File: config.mk
export PLATFORM = sky130hd
export DESIGN_NAME = websocket_frame_deframer_flat
export DESIGN_NICKNAME = d
export VERILOG_FILES = /design/src/design/wsfd_pkg.sv /design/src/design/wsfd_if.sv /design/src/design/wsfd_parser.sv /design/src/design/wsfd_skid.sv /design/src/design/websocket_frame_deframer.sv /design/src/flat_wrapper.sv
export SDC_FILE = /design/constraint.sdc
export NUM_CORES = 1
export LEC_CHECK = 0
export ABC_CLOCK_PERIOD_IN_PS = 6900
export BUFFER_PORTS_ARGS = -buffer_cell sky130_fd_sc_hd__buf_2
export CAP_MARGIN = 20
export CORE_MARGIN = 1.5
export CORE_UTILIZATION = 55
export CTS_BUF_LIST = sky130_fd_sc_hd__clkbuf_16
export CTS_CLUSTER_SIZE = 10
export DETAILED_ROUTE_END_ITERATION = 12
export GPL_ROUTABILITY_DRIVEN = 0
export PLACE_DENSITY_LB_ADDON = 0.05
export SETUP_SLACK_MARGIN = 0.2
export SKIP_LAST_GASP = 1
export SLEW_MARGIN = 20
export SYNTH_ARGS = -nofsm -noshare
export SYNTH_HDL_FRONTEND = slang
export SYNTH_HIERARCHICAL = 1
export SYNTH_SLANG_ARGS = --single-unit
export TNS_END_PERCENT = 50
File: constraint.sdc
create_clock -name clk -period 6.9 [get_ports clk]
set_input_delay 0.69 -clock clk [delete_from_list [all_inputs] [get_ports clk]]
set_output_delay 0.69 -clock clk [all_outputs]
set_load 0.01 [all_outputs]
File: src/design/wsfd_pkg.sv
package wsfd_pkg;

    localparam int LEN_BITS = 64;
    localparam int APB_ADDR_W = 2;
    localparam int MASK_BYTES = 4;

    localparam logic [7:0] FIRST_BYTE = 8'd129;
    localparam logic [6:0] LEN7_MAX_SHORT = 7'd125;
    localparam logic [6:0] LEN7_EXT16 = 7'd126;
    localparam logic [2:0] EXT16_LEFT = 3'd1;
    localparam logic [2:0] EXT64_LEFT = 3'd7;
    localparam logic [1:0] MASK_LAST = 2'd3;

    localparam logic [APB_ADDR_W-1:0] REG_MAX_FRAME = APB_ADDR_W'(0);
    localparam logic [31:0] MAX_FRAME_RESET = 32'd16384;

    typedef enum logic [2:0] {
        PH_FIRST,
        PH_LEN,
        PH_EXT,
        PH_MASK,
        PH_PAYLOAD
    } phase_t;

    typedef enum logic [1:0] {
        ST_DATA,
        ST_EMPTY,
        ST_BAD,
        ST_OVERSIZE
    } status_t;

    typedef struct packed {
        logic [7:0] data_byte;
        logic       last;
        status_t    status;
    } beat_t;

endpackage

File: src/design/wsfd_if.sv
interface wsfd_in_if;
    logic       valid;
    logic       ready;
    logic [7:0] in_byte;

    modport source (output valid, output in_byte, input ready);
    modport sink (input valid, input in_byte, output ready);
endinterface

interface wsfd_out_if;
    logic       valid;
    logic       ready;
    logic [7:0] data_byte;
    logic       last;
    logic [1:0] status;

    modport source (output valid, output data_byte, output last, output status, input ready);
    modport sink (input valid, input data_byte, input last, input status, output ready);
endinterface

File: src/design/wsfd_parser.sv
module wsfd_parser (
    input  logic              clk,
    input  logic              rst_n,
    input  logic              accept,
    input  logic [7:0]        in_byte,
    input  logic [31:0]       max_frame_bytes,
    output logic              res_valid,
    output wsfd_pkg::beat_t   res
);
    import wsfd_pkg::*;

    phase_t              phase_reg, phase_next;
    logic [2:0]          ext_cnt_reg, ext_cnt_next;
    logic [1:0]          mask_cnt_reg, mask_cnt_next;
    logic                drop_reg, drop_next;
    logic                bad_reg, bad_next;
    logic [LEN_BITS-1:0] len_reg, len_next;
    logic [LEN_BITS-1:0] rem_reg, rem_next;
    logic [31:0]         key_reg, key_next;
    logic [3:0]          hdr_reg, hdr_next;

    logic [63:0]         len64;
    logic [32:0]         low_total;
    logic                oversize;
    logic [7:0]          unmasked;

    assign len64 = 64'(len_reg);
    assign low_total = {1'b0, len64[31:0]} + 33'(hdr_reg) + 33'(MASK_BYTES);
    assign oversize = (|len64[63:32]) || (low_total >= {1'b0, max_frame_bytes});
    assign unmasked = in_byte ^ key_reg[31:24];

    always_comb
    begin
        phase_next = phase_reg;
        ext_cnt_next = ext_cnt_reg;
        mask_cnt_next = mask_cnt_reg;
        drop_next = drop_reg;
        bad_next = bad_reg;
        len_next = len_reg;
        rem_next = rem_reg;
        key_next = key_reg;
        hdr_next = hdr_reg;
        res_valid = 1'b0;
        res = '{data_byte: 8'd0, last: 1'b0, status: ST_DATA};
        if (accept)
        begin
            case (phase_reg)
                PH_FIRST:
                begin
                    bad_next = (in_byte != FIRST_BYTE);
                    hdr_next = 4'd1;
                    phase_next = PH_LEN;
                end
                PH_LEN:
                begin
                    if (bad_reg)
                    begin
                        phase_next = PH_FIRST;
                        bad_next = 1'b0;
                        res_valid = 1'b1;
                        res = '{data_byte: 8'd0, last: 1'b1, status: ST_BAD};
                    end
                    else
                    begin
                        hdr_next = 4'd2;
                        if (in_byte[6:0] <= LEN7_MAX_SHORT)
                        begin
                            len_next = LEN_BITS'(in_byte[6:0]);
                            phase_next = PH_MASK;
                        end
                        else
                        begin
                            len_next = '0;
                            ext_cnt_next = (in_byte[6:0] == LEN7_EXT16) ? EXT16_LEFT
                                                                         : EXT64_LEFT;
                            phase_next = PH_EXT;
                        end
                    end
                end
                PH_EXT:
                begin
                    len_next = {len_reg[LEN_BITS-9:0], in_byte};
                    hdr_next = 4'(hdr_reg + 4'd1);
                    ext_cnt_next = 3'(ext_cnt_reg - 3'd1);
                    if (ext_cnt_reg == 3'd0)
                        phase_next = PH_MASK;
                end
                PH_MASK:
                begin
                    key_next = {key_reg[23:0], in_byte};
                    if (mask_cnt_reg != MASK_LAST)
                        mask_cnt_next = 2'(mask_cnt_reg + 2'd1);
                    else
                    begin
                        mask_cnt_next = 2'd0;
                        if (len_reg == '0)
                        begin
                            phase_next = PH_FIRST;
                            drop_next = 1'b0;
                            res_valid = 1'b1;
                            res = '{data_byte: 8'd0, last: 1'b1,
                                    status: oversize ? ST_OVERSIZE : ST_EMPTY};
                        end
                        else
                        begin
                            drop_next = oversize;
                            rem_next = len_reg;
                            phase_next = PH_PAYLOAD;
                        end
                    end
                end
                PH_PAYLOAD:
                begin
                    key_next = {key_reg[23:0], key_reg[31:24]};
                    if (rem_reg == LEN_BITS'(1))
                    begin
                        phase_next = PH_FIRST;
                        drop_next = 1'b0;
                        res_valid = 1'b1;
                        if (drop_reg)
                            res = '{data_byte: 8'd0, last: 1'b1, status: ST_OVERSIZE};
                        else
                            res = '{data_byte: unmasked, last: 1'b1, status: ST_DATA};
                    end
                    else
                    begin
                        rem_next = rem_reg - LEN_BITS'(1);
                        res_valid = !drop_reg;
                        res = '{data_byte: unmasked, last: 1'b0, status: ST_DATA};
                    end
                end
                default:
                begin
                    phase_next = PH_FIRST;
                    ext_cnt_next = 3'd0;
                    mask_cnt_next = 2'd0;
                    drop_next = 1'b0;
                    bad_next = 1'b0;
                end
            endcase
        end
    end

    always_ff @(posedge clk or negedge rst_n)
    begin
        if (!rst_n)
        begin
            phase_reg <= PH_FIRST;
            ext_cnt_reg <= 3'd0;
            mask_cnt_reg <= 2'd0;
            drop_reg <= 1'b0;
            bad_reg <= 1'b0;
        end
        else
        begin
            phase_reg <= phase_next;
            ext_cnt_reg <= ext_cnt_next;
            mask_cnt_reg <= mask_cnt_next;
            drop_reg <= drop_next;
            bad_reg <= bad_next;
        end
    end

    always_ff @(posedge clk)
    begin
        len_reg <= len_next;
        rem_reg <= rem_next;
        key_reg <= key_next;
        hdr_reg <= hdr_next;
    end

endmodule

File: src/design/wsfd_skid.sv
module wsfd_skid (
    input  logic            clk,
    input  logic            rst_n,
    input  logic            push,
    input  wsfd_pkg::beat_t push_beat,
    output logic            space,
    output logic            out_valid,
    input  logic            out_ready,
    output wsfd_pkg::beat_t out_beat
);
    import wsfd_pkg::*;

    logic  main_valid_reg, main_valid_next;
    logic  skid_valid_reg, skid_valid_next;
    beat_t main_reg, main_next;
    beat_t skid_reg, skid_next;
    logic  pop;

    assign pop = main_valid_reg && out_ready;
    assign space = !skid_valid_reg;
    assign out_valid = main_valid_reg;
    assign out_beat = main_reg;

    // skid slot only fills while the main slot holds a stalled beat
    always_comb
    begin
        main_valid_next = main_valid_reg;
        skid_valid_next = skid_valid_reg;
        main_next = main_reg;
        skid_next = skid_reg;
        if (pop)
        begin
            if (skid_valid_reg)
            begin
                main_next = skid_reg;
                skid_valid_next = 1'b0;
            end
            else if (push)
                main_next = push_beat;
            else
                main_valid_next = 1'b0;
        end
        else if (push)
        begin
            if (main_valid_reg)
            begin
                skid_next = push_beat;
                skid_valid_next = 1'b1;
            end
            else
            begin
                main_next = push_beat;
                main_valid_next = 1'b1;
            end
        end
    end

    always_ff @(posedge clk or negedge rst_n)
    begin
        if (!rst_n)
        begin
            main_valid_reg <= 1'b0;
            skid_valid_reg <= 1'b0;
        end
        else
        begin
            main_valid_reg <= main_valid_next;
            skid_valid_reg <= skid_valid_next;
        end
    end

    always_ff @(posedge clk)
    begin
        main_reg <= main_next;
        skid_reg <= skid_next;
    end

endmodule

File: src/design/websocket_frame_deframer.sv
// WebSocket frame deframer.
// stream (sink): one received byte per beat, in_byte. payload (source): one
// result beat with data_byte, last and status (0 payload byte, 1 empty frame,
// 2 bad first byte, 3 oversize frame dropped). Header, length and mask-key
// bytes give no beat, save the last mask-key byte of an empty frame; a bad
// first byte gives one beat on the byte after it. Results are registered in
// the output register. Throughput: one byte per cycle while stream.ready is
// high, set by the header state machine and unmasking path feeding it.
// Stall: a two-entry output register (main plus skid) keeps stream.ready high
// while one result waits; stream.ready drops only when both entries are full.
// Reset (rst_n low, asynchronous): parser returns to expecting the first
// header byte, output entries are emptied and max_frame_bytes returns to 16384.
// APB: max_frame_bytes at address 0, write only while the block is idle.
// pready is tied high; reads return the register, other addresses read zero.
module websocket_frame_deframer (
    input  logic                            clk,
    input  logic                            rst_n,
    wsfd_in_if.sink                         stream,
    wsfd_out_if.source                      payload,
    input  logic                            psel,
    input  logic                            penable,
    input  logic                            pwrite,
    input  logic [wsfd_pkg::APB_ADDR_W-1:0] paddr,
    input  logic [31:0]                     pwdata,
    output logic [31:0]                     prdata,
    output logic                            pready
);
    import wsfd_pkg::*;

    logic [31:0] max_frame_reg;
    logic        accept;
    logic        res_valid;
    beat_t       res;
    beat_t       out_beat;
    logic        space;

    assign pready = 1'b1;
    assign prdata = (paddr == REG_MAX_FRAME) ? max_frame_reg : 32'd0;

    always_ff @(posedge clk or negedge rst_n)
    begin
        if (!rst_n)
            max_frame_reg <= MAX_FRAME_RESET;
        else if (psel && penable && pwrite && (paddr == REG_MAX_FRAME))
            max_frame_reg <= pwdata;
    end

    assign stream.ready = space;
    assign accept = stream.valid && space;

    wsfd_parser u_parser (
        .clk             (clk),
        .rst_n           (rst_n),
        .accept          (accept),
        .in_byte         (stream.in_byte),
        .max_frame_bytes (max_frame_reg),
        .res_valid       (res_valid),
        .res             (res)
    );

    wsfd_skid u_skid (
        .clk       (clk),
        .rst_n     (rst_n),
        .push      (res_valid),
        .push_beat (res),
        .space     (space),
        .out_valid (payload.valid),
        .out_ready (payload.ready),
        .out_beat  (out_beat)
    );

    assign payload.data_byte = out_beat.data_byte;
    assign payload.last = out_beat.last;
    assign payload.status = out_beat.status;

`ifndef SYNTHESIS
    a_res_from_beat: assert property (@(posedge clk) disable iff (!rst_n)
        res_valid |-> (stream.valid && stream.ready))
        else $error("result without an accepted beat");

    a_stall_only_when_backed_up: assert property (@(posedge clk) disable iff (!rst_n)
        !stream.ready |-> payload.valid)
        else $error("input stalled with output empty");

    a_event_is_last: assert property (@(posedge clk) disable iff (!rst_n)
        (res_valid && (res.status != ST_DATA)) |-> (res.last && (res.data_byte == 8'd0)))
        else $error("status event not marked last or data not zero");
`endif

endmodule

File: src/flat_wrapper.sv
// flat-port wrapper written by rule: the top's interface ports become plain ports
module websocket_frame_deframer_flat import wsfd_pkg::*;
  (clk, rst_n, psel, penable, pwrite, paddr, pwdata, prdata, pready, stream_valid, stream_in_byte, stream_ready, payload_valid, payload_data_byte, payload_last, payload_status, payload_ready);
  wsfd_in_if stream_i ();
  wsfd_out_if payload_i ();
  input  logic clk;
  input  logic rst_n;
  input  logic psel;
  input  logic penable;
  input  logic pwrite;
  input  logic [wsfd_pkg::APB_ADDR_W-1:0] paddr;
  input  logic [31:0] pwdata;
  output logic [31:0] prdata;
  output logic pready;
  input wire logic [$bits(stream_i.valid)-1:0] stream_valid;
  input wire logic [$bits(stream_i.in_byte)-1:0] stream_in_byte;
  output wire logic [$bits(stream_i.ready)-1:0] stream_ready;
  output wire logic [$bits(payload_i.valid)-1:0] payload_valid;
  output wire logic [$bits(payload_i.data_byte)-1:0] payload_data_byte;
  output wire logic [$bits(payload_i.last)-1:0] payload_last;
  output wire logic [$bits(payload_i.status)-1:0] payload_status;
  input wire logic [$bits(payload_i.ready)-1:0] payload_ready;
  assign stream_i.valid = stream_valid;
  assign stream_i.in_byte = stream_in_byte;
  assign stream_ready = stream_i.ready;
  assign payload_valid = payload_i.valid;
  assign payload_data_byte = payload_i.data_byte;
  assign payload_last = payload_i.last;
  assign payload_status = payload_i.status;
  assign payload_i.ready = payload_ready;
  websocket_frame_deframer u_core (.clk(clk), .rst_n(rst_n), .stream(stream_i), .payload(payload_i), .psel(psel), .penable(penable), .pwrite(pwrite), .paddr(paddr), .pwdata(pwdata), .prdata(prdata), .pready(pready));
endmodule
==> flow_summary.toml, run 1 <==
[status]
status = "finished clean"

[yosys]
synth.mux.area_fraction_pct = 5.15
synthSimpleGateAreaFrac_pct = 19.8
synth_top_family_by_area = "simple AND/OR/NAND/NOR gates"
synthCells = 1123
synth.avg_cell_area_um2 = 11.2
post_synth_xor_area_fraction_pct = 6.42
synth_seq_area_share_pct = 53.3
syn-num-nets = 1219
synth_area_um2 = 12500
yosys_warnings = 6
synth.ff_latch_count = 230
async_flop_share_pct = 19.1
synth-compound-area-share_pct = 6.89
synth_fa_ha_area_share_pct = 4.75
synth_edf_count = 186
synth_cell_types = 70
synth_ff_type = "edfxtp_1"

[floorplan]
die_w_um = 154
die_area_um2 = 23700
ios = 95
core.rowCount = 55
core_area_um2 = 22500
die_y_um = 154
start_util_pct = 55.8

[timing]
tightest_slew_ps = 1040
slew_headroom_pct = 30.6
timing_hold_violations_final = 0
finalSetupViolCount = 0
fin_ws_ps = 2260
finalMaxSlewViolations = 0
rsz0062_at_grt = "false"
fin_skew_ps = 18.8
post-route-period-util_pct = 67.2
min_period_ps = 4640
max_freq_ghz = 0.216
setup_tns_ps = 0
whs_ps = 145

[worst_setup_path]
worstSetupPathType = "reg -> reg"
start_kind = "flip-flop"
crit_required_ps = 7320
cp_cell_sequence = "ha_1, ha_1, fa_1, a21o_1, a21oi_1, nor2b_1, nand3_1, nor4_1, xnor2_1, ha_1, nand3_1, o41ai_1, o21bai_1, a31oi_1, mux2_4"
path_common_cell = "ha_1"
critPathBufInv = 0
cp.arrival_ps = 5060
max_stage_delay_ps = 860
crit_slowest_cell = "o41ai_1"
crit_family = "compound AO/OA/AOI/OAI gates"
end_kind = "flip-flop"
cp_max_fo = 7

[cts]
root_buffer = "clkbuf_16"
cts_setup_buffers = 0
cts_tree = "built"
cts_made_buffers = 27
ctsHoldBuffers = 0
cts_sinks = 230
h-tree-depth = 1
clk_path_buf_depth = 3
worstSkewPairLatency_ps = 550
cts_resized = 0
path_clk_slew_ps = 60

[placed_design]
dp_hpwl_um = 18600
placed_cell_area_um2 = 13200
portBuffers = 93
placed_cells = 1461
dp_worst_setup_slack_ps = 2330

[power_and_ir_drop]
power_frac_comb_pct = 28.0
switching_share_pct = 34.2
power_report.internal_total_mw = 3.23
netSwitchingPower_mw = 1.68
pwr_density_cell_nw_per_um2 = 351
pwr-share-clk_pct = 25.4
power_frac_seq_pct = 46.6
leakagePower_nw = 5.55
vdd_drop_max_mv = 0.230

[global_routing]
grt_pass1_vias = 8377
track_usage_pct = 23.0
grt_pass1_wl_um = 43700
grt-ovfl-total = 0
antenna_found_initial = 0
grt_max_degree = 109

[cells_and_area]
final_cells = 1511
layout.nets = 1301
syn2layout_area_growth_pct = 11.4
fin_area_um2 = 14000
drive_above_1_share_pct = 16.0
n_fill_cell = 1871
diodes = 0

[route]
first_pass_iters = 5
drt_wl_total_um = 27100
vias = 8537
drt-vias-per-instance = 5.65
drt_iter0_drc = 635
ant_nets = 0
post_drt_wl_per_cell_um = 17.9
drc_errors = 0

[run]
maxCapViolCount = 0

[worst_hold_path]
hold_class = "in -> async"
[layer usage]
metal | up-vias | global-route usage (%) | wire length [µm]
met1 | 4082 | 33.6 | 13000
met5 | - | 0 | 0
met4 | 0 | 5.18 | 439
met2 | 213 | 37.0 | 12400
li1 | 4207 | - | -
met3 | 35 | 2.96 | 1220
[stage by stage]
stage | util [%] | power (mW)
global route | 62.1 | 5.22
finish | 62.1 | 4.91
floorplan | - | 3.24
CTS | 62.1 | 4.94
global placement | 58.6 | 3.64
detailed placement | 58.6 | 3.68
[cell usage after synthesis (24+ instances only)]
library cell	n	area (µm²)
nand3_1	30	150
a21oi_1	29	145
nand2_1	128	480
o21ai_0	64	320
and2_1	86	538
ha_1	46	576
clkbuf_1	37	139
inv_1	52	195
edfxtp_1	186	5590
dfrtp_1	43	1080
nor4_1	35	219
nor3_1	24	120
nor2_1	61	229
mux2_4	40	601
xor2_1	46	403
xnor2_1	46	403
[cells in the final DEF (no fill, tap or decap), types with 3 or more instances in the layout]
| cell type | count |
|---|---|
| edfxtp_1 | 186 |
| nand2_1 | 127 |
| buf_2 | 92 |
| and2_1 | 85 |
| inv_1 | 71 |
| o21ai_0 | 64 |
| nor2_1 | 61 |
| xnor2_1 | 46 |
| xor2_1 | 46 |
| ha_1 | 46 |
| dfrtp_1 | 43 |
| mux2_4 | 40 |
| nor4_1 | 35 |
| nand3_1 | 30 |
| clkbuf_16 | 27 |
| a21oi_1 | 27 |
| nor3_1 | 23 |
| nand4_1 | 19 |
| nor2b_1 | 13 |
| and3_1 | 12 |
| or3_1 | 10 |
| buf_4 | 9 |
| nand4b_1 | 9 |
| a21o_1 | 7 |
| o21ai_1 | 7 |
| or4_1 | 6 |
| a31oi_1 | 6 |
| nand3b_1 | 6 |
| nand2b_1 | 5 |
| o31ai_1 | 4 |
| clkinv_1 | 3 |
| and2_2 | 3 |
| mux2_2 | 3 |
| o21ai_2 | 3 |
| and4_1 | 3 |
[final timing paths]
| path | startpoint | to | slack, ps | cells after the start |
|---|---|---|---|---|
| max | u_core/u_parser/hdr_reg[1] | u_core/u_skid/out_beat[1] | 2260 | 15 |
| min | rst_n | u_core/max_frame_reg[19] | 140 | 1 |
| max reg2reg | u_core/u_parser/hdr_reg[1] | u_core/u_skid/out_beat[1] | 2260 | 15 |
| min reg2reg | u_core/u_parser/key_reg[15] | u_core/u_parser/key_reg[23] | 420 | 0 |
| max in group asynchronous | rst_n | u_core/max_frame_reg[11] | 6360 | 1 |
| min in group clk | pwdata[1] | u_core/max_frame_reg[1] | 370 | 2 |
[cell families after synthesis]
| logic type | Yosys count |
|---|---|
| adder cells (fa/ha/maj) | 47 |
| AND/OR/NAND/NOR | 463 |
| buffers and inverters | 100 |
| XOR/XNOR | 92 |
| other | 1 |
| flip-flops | 230 |
| multiplexers | 44 |
| AO/OA/AOI/OAI | 146 |
[power by group through the flow]
| stage | Sequential (mW) | Clock [mW] | Combinational [mW] |
|---|---|---|---|
| floorplan | 2.19 | 0 | 1.05 |
| global placement | 2.30 | 0 | 1.34 |
| detailed placement | 2.31 | 0 | 1.37 |
| CTS | 2.29 | 1.28 | 1.38 |
| global route | 2.33 | 1.33 | 1.56 |
| finish | 2.29 | 1.25 | 1.37 |
[area by class of cell]
| cell class | instances | area (µm²) | share of cell area (%) |
|---|---|---|---|
| sequential | 230 | 6690 | 47.9 |
| multi-input combinational | 793 | 5430 | 38.9 |
| clock buffer | 27 | 676 | 4.83 |
| timing repair buffer | 101 | 528 | 3.78 |
| tap | 285 | 357 | 2.55 |
| inverter | 52 | 195 | 1.40 |
| clock inverter | 23 | 103 | 0.734 |
Power figures use the tool's default switching activity.
==> inputs of run 2 (changes only) <==
- ABC_CLOCK_PERIOD_IN_PS: 6900 -> 4800
- CORE_UTILIZATION: 55 -> 60
- clock period: 6.9 -> 4.8 ns (I/O delays scaled with it)
==> run 2 against run 1 <==
Compared with the run above: clock skew decreased by 6.2 ps; final area grew 0.41%; final cell count down 0.66%; setup slack got worse by 1800 ps; register-to-register slack worse by 1800 ps; wire length decreased by 0.80%; power increased by 44%; sequential power rose by 44%; clock-buffer cell count stayed put; via count up 1.7%; global-route usage rose by 2.3 points; highest routed layer unchanged.
==> flow_summary.toml, run 2 (same netlist as run 1, synthesis figures left out) <==
[cts]
root_buffer = "clkbuf_16"
clk_path_buf_depth = 3
cts_tree = "built"
path_clk_slew_ps = 60
worstSkewPairLatency_ps = 540
h-tree-depth = 1
cts_setup_buffers = 0
cts_sinks = 230
cts_made_buffers = 27

[global_routing]
grt_pass1_wl_um = 44300
track_usage_pct = 25.4
grt_pass1_vias = 8627
busiest_layer = "met2"
grt_util_met2_pct = 39.7
grt-ovfl-total = 0
grt_max_degree = 112
antenna_found_initial = 0
grt_util_met3_pct = 3.70
use_met1_pct = 37.1

[cells_and_area]
layout.nets = 1307
layout_common_cells = "186 x edfxtp_1, 127 x nand2_1, 92 x buf_2, 85 x and2_1, 72 x inv_1"
fin_area_um2 = 14000
final_cells = 1501
final_common_cell = "edfxtp_1"
n_fill_cell = 1572
final-seq-area_um2 = 6690
syn2layout_area_growth_pct = 11.8
multiInputGateArea_um2 = 5460
diodes = 0
drive_above_1_share_pct = 16.8

[placed_design]
dp_hpwl_um = 18700
portBuffers = 93
placed_cell_area_um2 = 13200
placed_cells = 1451

[route]
ant_nets = 0
drt-vias-per-instance = 5.79
first_pass_iters = 5
drc_errors = 0
drt_wl_total_um = 26900
post_drt_wl_per_cell_um = 17.9
vias = 8684
drt_iter0_drc = 655

[power_and_ir_drop]
power_report.internal_total_mw = 4.66
switching_share_pct = 34.1
vdd_drop_max_mv = 0.348
pwr-share-clk_pct = 25.1
pwr_density_cell_nw_per_um2 = 504
leakagePower_nw = 5.59
power_frac_seq_pct = 46.5
power_frac_comb_pct = 28.4
netSwitchingPower_mw = 2.41

[worst_setup_path]
cp_max_fo = 6
path_common_cell = "ha_1"
cp.depth = 17
end_kind = "flip-flop"
cp.arrival_ps = 4620
r2r_slack_ps = 460
crit_required_ps = 5080
worstSetupPathType = "reg -> reg"
crit_family = "compound AO/OA/AOI/OAI gates"
crit_slowest_cell = "edfxtp_1"
start_kind = "flip-flop"
ff2ff_path_depth = 17
cp_cell_sequence = "ha_1, ha_1, fa_1, a21o_1, a21oi_2, nor2b_2, and4_1, and3_1, xor2_1, ha_1, a21oi_1, nand2_1, a221oi_1, o2111ai_1, o21bai_1, a31oi_1, mux2_4"
critPathBufInv = 0
max_stage_delay_ps = 440

[timing]
finalMaxSlewViolations = 0
min_period_ps = 4340
fin_skew_ps = 12.6
timing_hold_violations_final = 0
max_freq_ghz = 0.231
finalSetupViolCount = 0
post-route-period-util_pct = 90.3
tightest_slew_ps = 1010
setup_tns_ps = 0
rsz0062_at_grt = "false"
slew_headroom_pct = 32.5

[floorplan]
die_w_um = 148
core_area_um2 = 20400
ios = 95
die_y_um = 148
die_area_um2 = 21800
start_util_pct = 61.6
core.rowCount = 52

[run]
maxCapViolCount = 0

[status]
status = "finished clean"

[worst_hold_path]
hold_depth = 2
hold_class = "in -> reg"
run 2: layout make-up:
cell class	instances	share of cell area [%]
clock buffers	27	4.81
clock inverters	22	0.740
inverters	52	1.39
multi-input cells	793	38.9
flip-flops and latches	230	47.7
well taps	270	2.41
repair buffers	107	4.10
run 2: worst register-to-register path: cells and delay by family (launching register included):
kind,cells,cell delay [ps]
xor gates and xnor gates,1,150
DFF,1,440
adders and majority gates,4,1270
and+or+nand+nor,4,590
muxes,1,280
AOI/OAI and AO/OA,7,1350
run 2: per-layer routing:
metal | share of wire, % | vias to the layer above
li1 | - | 4220
met1 | 47 | 4156
met2 | 45 | 259
met3 | 6.0 | 49
met4 | 2.1 | 0
met5 | 0 | -
run 2: per-stage QoR:
stage / hold WS (ps) / power (mW) / setup slack (ps) / utilization [%]
4_1_cts: 134 / 7.09 / 285 / 68.7
2_1_floorplan: 184 / 4.65 / 853 / -
3_3_place_gp: 401 / 5.22 / 475 / 64.9
6_report: 173 / 7.08 / 464 / 68.9
5_1_grt: 164 / 7.52 / 227 / 68.9
3_5_place_dp: 405 / 5.29 / 287 / 64.9
run 2: power by group through the flow:
stage                     Combinational, mW  Sequential [mW]  Clock [mW]
after CTS                              1.99             3.28        1.82
after floorplan                        1.51             3.14           0
after global routing                   2.27             3.35        1.89
after global placement                 1.92             3.30           0
after detailed placement               1.97             3.32           0
final                                  2.01             3.29        1.78
run 2: timing repair:
| item | 4_1_cts | 5_1_grt |
|---|---|---|
| hold endpoints to repair | 0 | 19 |
| gates resized for setup | 0 | 6 |
| endpoints found under the setup margin | 0 | 3 |
| hold buffers | 0 | 1 |
run 2: final timing paths:
kind	startpoint	end
min in group asynchronous	rst_n	u_core/max_frame_reg[18]
worst max-delay path	u_core/u_parser/len64[1]	u_core/u_skid/out_beat[1]
max in group asynchronous	rst_n	u_core/u_parser/ext_cnt_reg[1]
worst min register to register	u_core/u_parser/key_reg[8]	u_core/u_parser/key_reg[16]
worst min-delay path	payload_ready	u_core/u_skid/skid_valid_reg
worst max register to register	u_core/u_parser/len64[1]	u_core/u_skid/out_beat[1]
==> inputs of run 3 (changes only) <==
- ABC_AREA: default -> 1
==> run 3 against run 2 <==
Compared with the run above: final area up 5.1%; sequential share of layout area down 2.3 points; register-to-register slack improved by 160 ps; die area grew 5.8%; setup slack improved by 160 ps; first-iteration DRC count decreased by 5.8%; clock power is essentially flat; via count increased by 19%; critical path depth up 9; critical path type unchanged; largest cell class unchanged.
==> flow_summary.toml, run 3 <==
[route]
wl_met1_um = 13600
ant_nets = 0
drc_errors = 0
drt_iter0_drc = 617
drt_wl_total_um = 30800
top_layer = "met4"
vias = 10400
met3WireLength_um = 1800
wl_met2_um = 14500
drt-vias-per-instance = 5.33
post_drt_wl_per_cell_um = 15.8
first_pass_iters = 5

[yosys]
netlist.area_leader.share_pct = 42.0
synth_ff_type = "edfxtp_1"
synth.avg_cell_area_um2 = 8.55
synth_top_cells_by_area = "edfxtp_1 42%, nand2_1 9.3%, dfrtp_1 8.1%"
synth_common_cells = "329 x nand2_1, 247 x nor2_1, 242 x inv_1"
synth_area_um2 = 13300
yosys_warnings = 6
syn-num-nets = 1651
synth_cell_types = 57
synthCells = 1555
synth_area_leader_cell = "edfxtp_1"
async_flop_share_pct = 19.1
synth_edf_count = 186
synth.ff_latch_count = 230
yosysMostFrequentCell = "nand2_1"
synth_seq_area_share_pct = 50.3

[global_routing]
grt_max_degree = 82
grt_pass1_wl_um = 50200
grt-ovfl-total = 0
grt_pass1_vias = 9961
track_usage_pct = 26.6
antenna_found_initial = 0

[worst_setup_path]
cp.arrival_ps = 4470
crit_family = "simple AND/OR/NAND/NOR gates"
critPathBufInv = 1
end_kind = "flip-flop"
worstSetupPathType = "reg -> reg"
path_common_cell = "nand2_1"
max_stage_delay_ps = 430
start_kind = "flip-flop"
r2r-start = "u_core/u_parser/len64[1]"
crit_slowest_cell = "edfxtp_1"
r2r_slack_ps = 620
crit_required_ps = 5090
ff2ff_path_depth = 26
cp_max_fo = 4
reg2reg_to = "u_core/u_skid/out_beat[1]"

[cells_and_area]
diodes = 0
layout_common_cells = "328 x nand2_1, 262 x inv_1, 244 x nor2_1, 186 x edfxtp_1, 92 x buf_2"
finalCoreUtilization_pct = 67.8
syn2layout_area_growth_pct = 10.9
drive_above_1_share_pct = 10.6
layout.nets = 1741
final_common_cell = "nand2_1"

[floorplan]
core_area_um2 = 21800
die_y_um = 152
die_w_um = 152
core.rowCount = 54
ios = 95
start_util_pct = 61.1
die_area_um2 = 23100

[power_and_ir_drop]
netSwitchingPower_mw = 2.51
power_frac_comb_pct = 29.7
pwr-share-clk_pct = 25.3
switching_share_pct = 35.9
power_report.internal_total_mw = 4.48
leakagePower_nw = 6.68
vdd_drop_max_mv = 0.335
power_frac_seq_pct = 45.1
pwr_density_cell_nw_per_um2 = 474

[timing]
max_freq_ghz = 0.239
rsz0062_at_grt = "false"
finalMaxSlewViolations = 0
post-route-period-util_pct = 87.1
setup_tns_ps = 0
fin_skew_ps = 14.1
tightest_slew_ps = 919
timing_hold_violations_final = 0
slew_headroom_pct = 38.5
finalSetupViolCount = 0
min_period_ps = 4180

[status]
status = "finished clean"

[cts]
h-tree-depth = 1
cts_made_buffers = 27
path_clk_slew_ps = 60
worstSkewPairLatency_ps = 540
root_buffer = "clkbuf_16"
cts_sinks = 230
clk_path_buf_depth = 3
cts_tree = "built"

[placed_design]
portBuffers = 93
dp_hpwl_um = 22600

[worst_hold_path]
min_from = "pwdata[26]"
hold_class = "in -> reg"
hold_depth = 3
min_to = "u_core/max_frame_reg[26]"

[run]
maxCapViolCount = 0
==> run 3: tightest hold or removal path, cell delays in order <==
cell and delay, ps:
buf_2 70, nand3_1 60, nand2_1 60
==> run 3: logic make-up (layout without fill, tap and decap cells) <==
logic type      count (synthesis)  count (layout)  synth area share [%]
flops                         230             230                  50.3
other cells                     1               1                0.0282
fa+ha+maj                      47              47                  4.48
buf+inv                       295             406                  8.88
xor+xnor                       83              83                  5.47
compound gates                116             116                  4.87
simple gates                  783             783                  26.0
==> run 3: timing repair <==
item / CTS / global route
hold endpoints to repair: 0 / 33
hold buffers: 0 / 1
setup buffers: 0 / 0
gates resized for setup: 0 / 0
==> run 3: area by class of cell <==
class                      count  area [µm²]
tap                          280         350
clock inverter                23        92.6
timing repair buffer         102         538
sequential                   230        6690
fill                        1854        7010
multi-input combinational   1030        5450
inverter                     254         955
clock buffer                  27         676
==> run 3: worst max-delay path by stage <==
| stage | startpoint | end | slack (ps) | depth (start not counted) |
|---|---|---|---|---|
| final | u_core/u_parser/len64[1] | u_core/u_skid/out_beat[1] | 620 | 26 |
| after global routing | u_core/u_parser/len64[1] | u_core/u_skid/out_beat[1] | 260 | 26 |
| after CTS | u_core/u_parser/hdr_reg[3] | u_core/u_skid/out_beat[1] | 670 | 26 |
| after detailed placement | u_core/u_parser/hdr_reg[3] | u_core/u_skid/out_beat[1] | 670 | 26 |
| after global placement | u_core/u_parser/len64[3] | u_core/u_skid/out_beat[1] | 820 | 26 |
| after floorplan | u_core/u_parser/phase_reg[1] | u_core/u_parser/len64[0] | 560 | 5 |
==> run 3: power groups by stage <==
stage               clock (mW)  combinational (mW)  sequential, mW
floorplan                    0                1.50            3.08
global placement             0                1.98            3.17
detailed placement           0                2.05            3.18
CTS                       1.80                2.07            3.15
global route              1.88                2.35            3.21
finish                    1.77                2.07            3.15
==> run 3: stage by stage <==
| stage | power (mW) | worst slack [ps] | cell area, µm² | hold WS, ps | instances |
|---|---|---|---|---|---|
| final | 6.99 | 621 | 14700 | 171 | 1946 |
| after global routing | 7.44 | 262 | 14700 | 172 | 1946 |
| after CTS | 7.02 | 668 | 14700 | 141 | 1945 |
| after detailed placement | 5.23 | 672 | 14000 | 405 | 1895 |
| after global placement | 5.15 | 822 | 14000 | 401 | 1895 |
| after floorplan | 4.58 | 563 | 13300 | 184 | 1555 |
==> run 3: metal layers <==
metal	GRT usage (%)	vias up
li1	-	5218
met1	36.5	4788
met2	44.0	314
met3	3.91	50
met4	8.00	0
met5	0	-
